## src/rtl/core/fqd_pkg.sv

```systemverilog
// shared types and codes for the fifo queue with delete-by-value
package fqd_pkg;

  typedef enum logic [1:0] {
    KIND_ENQ = 2'd0,
    KIND_DEQ = 2'd1,
    KIND_DEL = 2'd2
  } kind_e;

  typedef enum logic [1:0] {
    ADDR_CUR  = 2'd0,
    ADDR_PREV = 2'd1,
    ADDR_TAIL = 2'd2
  } addr_sel_e;

  typedef struct packed {
    logic      req_load;
    logic      cur_clr;
    logic      cur_inc;
    addr_sel_e addr_sel;
    logic      wr_en;
    logic      wr_from_rdata;
    logic      occ_inc;
    logic      occ_dec;
    logic      head_inc;
    logic      res_valid;
    logic      res_status;
    logic      res_take_rdata;
  } cmd_t;

  typedef struct packed {
    logic [1:0] kind;
    logic       hnull;
    logic       full;
    logic       empty;
    logic       hit;
    logic       last;
  } stat_t;

endpackage

```

## src/rtl/core/fqd_ctrl.sv

```systemverilog
// sequencer that takes each request through dispatch and its dequeue, scan or shift phases
module fqd_ctrl (
  input  logic          clk_i,
  input  logic          rst_ni,
  input  logic          start_i,
  output logic          busy_o,
  input  fqd_pkg::stat_t stat_i,
  output fqd_pkg::cmd_t  cmd_o
);
  import fqd_pkg::*;

  typedef enum logic [6:0] {
    S_IDLE     = 7'b0000001,
    S_DISPATCH = 7'b0000010,
    S_DEQ      = 7'b0000100,
    S_SCAN_RD  = 7'b0001000,
    S_SCAN_CMP = 7'b0010000,
    S_SH_RD    = 7'b0100000,
    S_SH_WR    = 7'b1000000
  } state_e;

  state_e state_q, state_d;

  always_ff @(posedge clk_i or negedge rst_ni) begin
    if (!rst_ni) begin
      state_q <= S_IDLE;
    end else begin
      state_q <= state_d;
    end
  end

  assign busy_o = (state_q != S_IDLE);

  always_comb begin
    cmd_o   = '0;
    cmd_o.addr_sel = ADDR_CUR;
    state_d = state_q;
    unique case (state_q)
      S_IDLE: begin
        if (start_i) begin
          cmd_o.req_load = 1'b1;
          cmd_o.cur_clr  = 1'b1;
          state_d        = S_DISPATCH;
        end
      end
      S_DISPATCH: begin
        unique case (stat_i.kind)
          KIND_ENQ: begin
            cmd_o.res_valid = 1'b1;
            state_d         = S_IDLE;
            if (stat_i.hnull || stat_i.full) begin
              cmd_o.res_status = 1'b1;
            end else begin
              cmd_o.addr_sel = ADDR_TAIL;
              cmd_o.wr_en    = 1'b1;
              cmd_o.occ_inc  = 1'b1;
            end
          end
          KIND_DEQ: begin
            if (stat_i.empty) begin
              cmd_o.res_valid  = 1'b1;
              cmd_o.res_status = 1'b1;
              state_d          = S_IDLE;
            end else begin
              state_d = S_DEQ;
            end
          end
          KIND_DEL: begin
            if (stat_i.hnull || stat_i.empty) begin
              cmd_o.res_valid  = 1'b1;
              cmd_o.res_status = 1'b1;
              state_d          = S_IDLE;
            end else begin
              state_d = S_SCAN_CMP;
            end
          end
          default: begin
            cmd_o.res_valid  = 1'b1;
            cmd_o.res_status = 1'b1;
            state_d          = S_IDLE;
          end
        endcase
      end
      S_DEQ: begin
        cmd_o.res_valid      = 1'b1;
        cmd_o.res_take_rdata = 1'b1;
        cmd_o.head_inc       = 1'b1;
        cmd_o.occ_dec        = 1'b1;
        state_d              = S_IDLE;
      end
      S_SCAN_RD: begin
        state_d = S_SCAN_CMP;
      end
      S_SCAN_CMP: begin
        if (stat_i.hit) begin
          if (stat_i.last) begin
            cmd_o.occ_dec   = 1'b1;
            cmd_o.res_valid = 1'b1;
            state_d         = S_IDLE;
          end else begin
            cmd_o.cur_inc = 1'b1;
            state_d       = S_SH_RD;
          end
        end else if (stat_i.last) begin
          cmd_o.res_valid  = 1'b1;
          cmd_o.res_status = 1'b1;
          state_d          = S_IDLE;
        end else begin
          cmd_o.cur_inc = 1'b1;
          state_d       = S_SCAN_RD;
        end
      end
      S_SH_RD: begin
        state_d = S_SH_WR;
      end
      S_SH_WR: begin
        cmd_o.addr_sel      = ADDR_PREV;
        cmd_o.wr_en         = 1'b1;
        cmd_o.wr_from_rdata = 1'b1;
        if (stat_i.last) begin
          cmd_o.occ_dec   = 1'b1;
          cmd_o.res_valid = 1'b1;
          state_d         = S_IDLE;
        end else begin
          cmd_o.cur_inc = 1'b1;
          state_d       = S_SH_RD;
        end
      end
      default: begin
        state_d = S_IDLE;
      end
    endcase
  end

endmodule

```

## src/rtl/core/fqd_datapath.sv

```systemverilog
// circular entry memory, pointers, request and result registers
module fqd_datapath #(
  parameter int DEPTH = 16
) (
  input  logic           clk_i,
  input  logic           rst_ni,
  input  logic [1:0]     kind_i,
  input  logic [31:0]    handle_in_i,
  input  fqd_pkg::cmd_t  cmd_i,
  output fqd_pkg::stat_t stat_o,
  output logic           done_o,
  output logic           status_o,
  output logic [31:0]    handle_out_o,
  output logic [4:0]     count_o
);
  import fqd_pkg::*;

  localparam int IW = (DEPTH > 1) ? $clog2(DEPTH) : 1;
  localparam int CW = $clog2(DEPTH + 1);
  localparam int SW = CW + 1;

  logic [31:0]   mem [DEPTH];
  logic [31:0]   rdata_q;
  logic [1:0]    kind_q;
  logic [31:0]   handle_q;
  logic [IW-1:0] head_q;
  logic [CW-1:0] occ_q;
  logic [CW-1:0] cur_q;
  logic          done_q;
  logic          res_status_q;
  logic [31:0]   res_handle_q;

  logic [CW-1:0] idx;
  logic [SW-1:0] sum;
  logic [SW-1:0] wrapped;
  logic [IW-1:0] addr;
  logic [31:0]   wdata;
  logic [SW-1:0] head_nxt;
  logic [31:0]   occ_ext;

  always_comb begin
    unique case (cmd_i.addr_sel)
      ADDR_CUR:  idx = cur_q;
      ADDR_PREV: idx = cur_q - CW'(1);
      ADDR_TAIL: idx = occ_q;
      default:   idx = cur_q;
    endcase
  end

  // logical slot to physical address, head plus index modulo depth
  assign sum     = SW'(head_q) + SW'(idx);
  assign wrapped = (sum >= SW'(DEPTH)) ? sum - SW'(DEPTH) : sum;
  assign addr    = wrapped[IW-1:0];
  assign wdata   = cmd_i.wr_from_rdata ? rdata_q : handle_q;

  always_ff @(posedge clk_i) begin
    if (cmd_i.wr_en) begin
      mem[addr] <= wdata;
    end
    rdata_q <= mem[addr];
  end

  always_ff @(posedge clk_i) begin
    if (cmd_i.req_load) begin
      kind_q   <= kind_i;
      handle_q <= handle_in_i;
    end
    if (cmd_i.res_valid) begin
      res_status_q <= cmd_i.res_status;
      res_handle_q <= cmd_i.res_take_rdata ? rdata_q : 32'd0;
    end
  end

  assign head_nxt = SW'(head_q) + SW'(1);

  always_ff @(posedge clk_i or negedge rst_ni) begin
    if (!rst_ni) begin
      head_q <= '0;
      occ_q  <= '0;
      cur_q  <= '0;
      done_q <= 1'b0;
    end else begin
      done_q <= cmd_i.res_valid;
      if (cmd_i.cur_clr) begin
        cur_q <= '0;
      end else if (cmd_i.cur_inc) begin
        cur_q <= cur_q + CW'(1);
      end
      if (cmd_i.occ_inc) begin
        occ_q <= occ_q + CW'(1);
      end else if (cmd_i.occ_dec) begin
        occ_q <= occ_q - CW'(1);
      end
      if (cmd_i.head_inc) begin
        head_q <= (head_nxt >= SW'(DEPTH)) ? '0 : head_nxt[IW-1:0];
      end
    end
  end

  assign stat_o.kind  = kind_q;
  assign stat_o.hnull = (handle_q == 32'd0);
  assign stat_o.full  = (occ_q == CW'(DEPTH));
  assign stat_o.empty = (occ_q == '0);
  assign stat_o.hit   = (rdata_q == handle_q);
  assign stat_o.last  = ((SW'(cur_q) + SW'(1)) >= SW'(occ_q));

  assign occ_ext      = 32'(occ_q);
  assign done_o       = done_q;
  assign status_o     = res_status_q;
  assign handle_out_o = res_handle_q;
  assign count_o      = occ_ext[4:0];

endmodule

```

## src/rtl/core/fifo_queue_with_delete_unit.sv

```systemverilog
// top level of the fifo queue of nonzero handles with delete-by-value
//
// a request is kind_i (0 enqueue, 1 dequeue, 2 delete) and handle_in_i,
// taken at a rising edge with start_i high and busy_o low. busy_o stays
// high until the result is issued. each request gives one result on
// status_o, handle_out_o and count_o, marked by done_o for one cycle;
// the receiver cannot stall it. a new request may start in the cycle
// that done_o is high.
// entries sit in a circular memory whose read and write share one address.
// enqueue and the errors found at dispatch give their result from the
// dispatch state, dequeue from the dequeue state after it. delete compares
// entries from the head, with a read state before each but the first, then
// moves each later entry up one slot through a read state and a write state.
// status_o is 1 on an unused kind, full, empty, no match or null handle.
// count_o is the entry count after the request, low 5 bits.
// reset empties the queue at once; no clearing pass is needed.
module fifo_queue_with_delete_unit #(
  parameter int DEPTH = 16
) (
  input  logic        clk_i,
  input  logic        rst_ni,
  input  logic        start_i,
  output logic        busy_o,
  input  logic [1:0]  kind_i,
  input  logic [31:0] handle_in_i,
  output logic        done_o,
  output logic        status_o,
  output logic [31:0] handle_out_o,
  output logic [4:0]  count_o
);
  import fqd_pkg::*;

  cmd_t  cmd;
  stat_t stat;

  fqd_ctrl u_ctrl (
    .clk_i   (clk_i),
    .rst_ni  (rst_ni),
    .start_i (start_i),
    .busy_o  (busy_o),
    .stat_i  (stat),
    .cmd_o   (cmd)
  );

  fqd_datapath #(
    .DEPTH (DEPTH)
  ) u_datapath (
    .clk_i        (clk_i),
    .rst_ni       (rst_ni),
    .kind_i       (kind_i),
    .handle_in_i  (handle_in_i),
    .cmd_i        (cmd),
    .stat_o       (stat),
    .done_o       (done_o),
    .status_o     (status_o),
    .handle_out_o (handle_out_o),
    .count_o      (count_o)
  );

endmodule

```

## config.mk

```make
export PLATFORM = sky130hd
export DESIGN_NAME = fifo_queue_with_delete_unit
export DESIGN_NICKNAME = d
export VERILOG_FILES = /design/src/rtl/core/fqd_pkg.sv /design/src/rtl/core/fqd_ctrl.sv /design/src/rtl/core/fqd_datapath.sv /design/src/rtl/core/fifo_queue_with_delete_unit.sv
export SDC_FILE = /design/constraint.sdc
export NUM_CORES = 1
export LEC_CHECK = 0
export BUFFER_PORTS_ARGS = -buffer_cell sky130_fd_sc_hd__clkbuf_2
export CAP_MARGIN = 10
export CORE_MARGIN = 1.5
export CORE_UTILIZATION = 35
export DETAILED_ROUTE_END_ITERATION = 10
export PLACE_DENSITY = 0.5
export SYNTH_ARGS = -nofsm -noshare
export SYNTH_HDL_FRONTEND = slang
export SYNTH_HIERARCHICAL = 1
export SYNTH_SLANG_ARGS = --single-unit
export TNS_END_PERCENT = 20
```

## constraint.sdc

```tcl
create_clock -name clk_i -period 18.6 [get_ports clk_i]
set_input_delay 0 -clock clk_i [delete_from_list [all_inputs] [get_ports clk_i]]
set_output_delay 0 -clock clk_i [all_outputs]
set_load 0.005 [all_outputs]
```

==> results.toml <==
[grt]
grt_pass1_wl_um = 89280
antenna_found_initial = 3
grt_overflow = 0
grt_max_degree = 57
grt_use_total_pct = 16.91
first_global_vias = 12599

[run]
drv_cap = 0

[worst_setup_path]
worst_ep_required_time_ns = 18.83
worstSetupStartpointType = "flop"
worstPathArrival_ns = 7.09
worstPathMaxFanout = 39
path_class = "reg2reg"
endpoint_kind = "flop"

[drt]
top_layer = "met4"
met1Wirelength_um = 28190
ant_nets = 0
wl_met3_um = 3504
drt-total-wl_um = 60960
vias = 12210
wl_met2_um = 28180
drc = 0
viasPerCell = 5.126
firstDrtPassIters = 5
drtIter0Drc = 1048
routedWlPerCell_um = 25.59

[cts]
numCtsBuffers = 69
clock_latency_ns = 0.60
clkSinkCount = 633
path_clk_slew_ns = 0.06
cts.repair.resized = 0
cts_tree = "built"
root_buffer = "clkbuf_16"
htree_levels = 3
cts_setup_buffers = 0
clockBufferDepth = 3

[sta]
finClkSkew_ns = 0.02825
setup_tns_ns = 0
setup_slack_ns = 11.74
post-route-min-period_ns = 6.863
tightest_slew_ns = 0.9701
clock.fmax_mhz = 145.7
maxSlewHeadroom_pct = 35.33
finalMaxSlewViolations = 0
setup_viol = 0
rsz0062_at_grt = "no"
finalCritPeriodShare_pct = 36.90
holdWs_ns = 0.1334
hold_viol = 0

[cells_and_area]
fin_area_um2 = 29360
fill_cells = 6239
final_cells = 2382
drive_gt1_share_pct = 28.22
final_util_pct = 41.72
antennaDiodeCount = 0
nets = 1446
syn_to_final_growth_pct = 17.45

[synthesis]
synth_area_leaders = "edfxtp_1, mux4_2, mux2i_1"
post_synth_num_cell_types = 50
syn_area_per_cell_um2 = 20.53
synth_edf_count = 579
synth.top_cell.area_share_pct = 69.54
syn_nets = 1277
synth.ff_latch_count = 633
synth.largest_area_cell = "edfxtp_1"
synth-main-ff-cell = "edfxtp_1"
yosysWarnings = 6
netlist_area_um2 = 25000
syn_inst = 1218
async_flop_share_pct = 3.476
ys_seq_area_share_pct = 74.31

[power]
intPower_mw = 2.803
switching_share_pct = 26.36
p_per_area_nw_per_um2 = 129.6
leakage_nw = 10.04
power.switching_mw = 1.003
seqPwrFrac_pct = 46.0
fin_total_pwr_mw = 3.806
power_frac_comb_pct = 18.3
peakVddDrop_v = 0.00009631
clkPwrFrac_pct = 35.8

[hold_path]
hold_path_class = "in2reg"

[place]
dpl_cell_area_um2 = 26700
dp_hpwl_um = 36730
place_ws_ns = 11.79
placed_cells = 2217
io_buffers = 76
finalWeightedCongestion = 0.7735

[floorplan]
core_region_area_um2 = 70390
rows = 97
dieArea_um2 = 73050
io_pins = 77
initial_core_util_pct = 35.52
die_h_um = 270.3
die_x_um = 270.3

[status]
outcome = "finished clean"
==> final timing paths <==
check | from | depth (start not counted) | slack (ns) | end
max in group asynchronous | rst_ni | 5 | 17.20 | u_datapath/head_q[2]$_DFFE_PN0P_
setup reg to reg | u_datapath/handle_q[22]$_DFFE_PP_ | 14 | 11.74 | u_datapath/mem[1][19]$_DFFE_PP_
hold / removal | kind_i[0] | 2 | 0.13 | u_datapath/kind_q[0]$_DFFE_PP_
hold reg to reg | u_datapath/head_q[3]$_DFFE_PN0P_ | 1 | 0.54 | u_datapath/head_q[3]$_DFFE_PN0P_
setup / recovery | u_datapath/handle_q[22]$_DFFE_PP_ | 14 | 11.74 | u_datapath/mem[1][19]$_DFFE_PP_
min in group asynchronous | rst_ni | 3 | 0.47 | u_ctrl/state_q[0]$_DFFE_PN1P_
==> repair_timing <==
item	in CTS	in global routing
setup endpoints to repair	0	0
hold endpoints to repair	58	0
hold buffers	38	0
==> registers in the layout (all words and copies together), names as in the netlist <==
register                 flops
u_datapath/head_q            4
u_datapath/status_o          1
u_datapath/handle_q         32
u_ctrl/state_q               7
u_datapath/rdata_q          32
u_datapath/mem             512
u_datapath/kind_q            2
u_datapath/done_o            1
u_datapath/handle_out_o     32
u_datapath/count_o           5
u_datapath/cur_q             5
==> synthesized netlist by cell type (all sizes together) (2+ instances only) <==
master   number
nor4         19
nor3         21
xnor2         8
dfrtp        21
a21o          7
nand2        15
nand4bb       2
nor2         20
mux2         35
xor2         43
nand2b        2
nand4         9
nor2b         2
mux2i        97
a21oi         9
a31oi         2
nor4b         2
nand3         8
clkbuf       26
dfxtp        32
inv          20
edfxtp      579
mux4        128
o21ai        11
buf          28
and4b         3
ha           20
nand3b        2
and2         34
fa            2
o41ai         2
==> cell type report <==
cell class | count | area [um2] | share of cell area (%)
clock buffer | 89 | 1864 | 6.349
clock inverter | 37 | 389.1 | 1.325
inverter | 20 | 75.07 | 0.2557
multi-input combinational | 511 | 6215 | 21.16
sequential | 633 | 18580 | 63.27
tap | 940 | 1176 | 4.005
timing repair buffer | 152 | 1066 | 3.630
==> layout by cell type (no fill, tap or decap), drive strengths merged, types with 7 or more instances in the layout <==
cell type and instances:
mux4 128, nand2 15, dfxtp 32, nor2 20
dfrtp 21, and2 34, o21ai 11, clkbuf 165
buf 38, nor4 19, a21oi 9, xor2 43
xnor2 8, nand4 9, edfxtp 579, nor3 21
clkinv 28, mux2 35, mux2i 97, nand3 8
dlygate4sd3 38, inv 21, ha 20, bufinv 7
a21o 7
==> layer usage <==
layer,vias up,track usage [%]
met3,80,3.787
li1,5276,-
met2,340,26.14
met5,-,0
met4,0,3.955
met1,6514,24.37
==> worst max-delay path: stages, from the launching register on <==
cell and delay, ns:
edfxtp_1 0.42, nor4_1 0.43, nand4_1 0.36, nor2_1 0.54, nor4b_1 0.19, ha_1 0.46
a221oi_1 0.08, a21oi_1 0.22, ha_4 0.17, inv_1 0.05, fa_4 1.27, buf_4 0.63
nand3_1 0.35, nor3_2 0.64, buf_4 0.57
==> cells by family after synthesis <==
kind of cell             count (synthesis)  synth area share [%]
multiplexers                           260                 17.01
AO/OA/AOI/OAI                           35                0.8858
AND/OR/NAND/NOR                        143                 3.398
adder cells (fa/ha/maj)                 22                 1.161
XOR/XNOR                                51                 1.877
flip-flops                             633                 74.31
buffers and inverters                   74                 1.361
==> power groups by stage <==
stage | Clock, mW | Combinational (mW) | Sequential [mW]
CTS | 1.40 | 0.713 | 1.75
floorplan | 0 | 0.503 | 1.74
finish | 1.36 | 0.696 | 1.75
detailed placement | 0 | 0.705 | 1.78
global placement | 0 | 0.704 | 1.78
global route | 1.45 | 0.760 | 1.76
(Power assumes the default switching activity.)
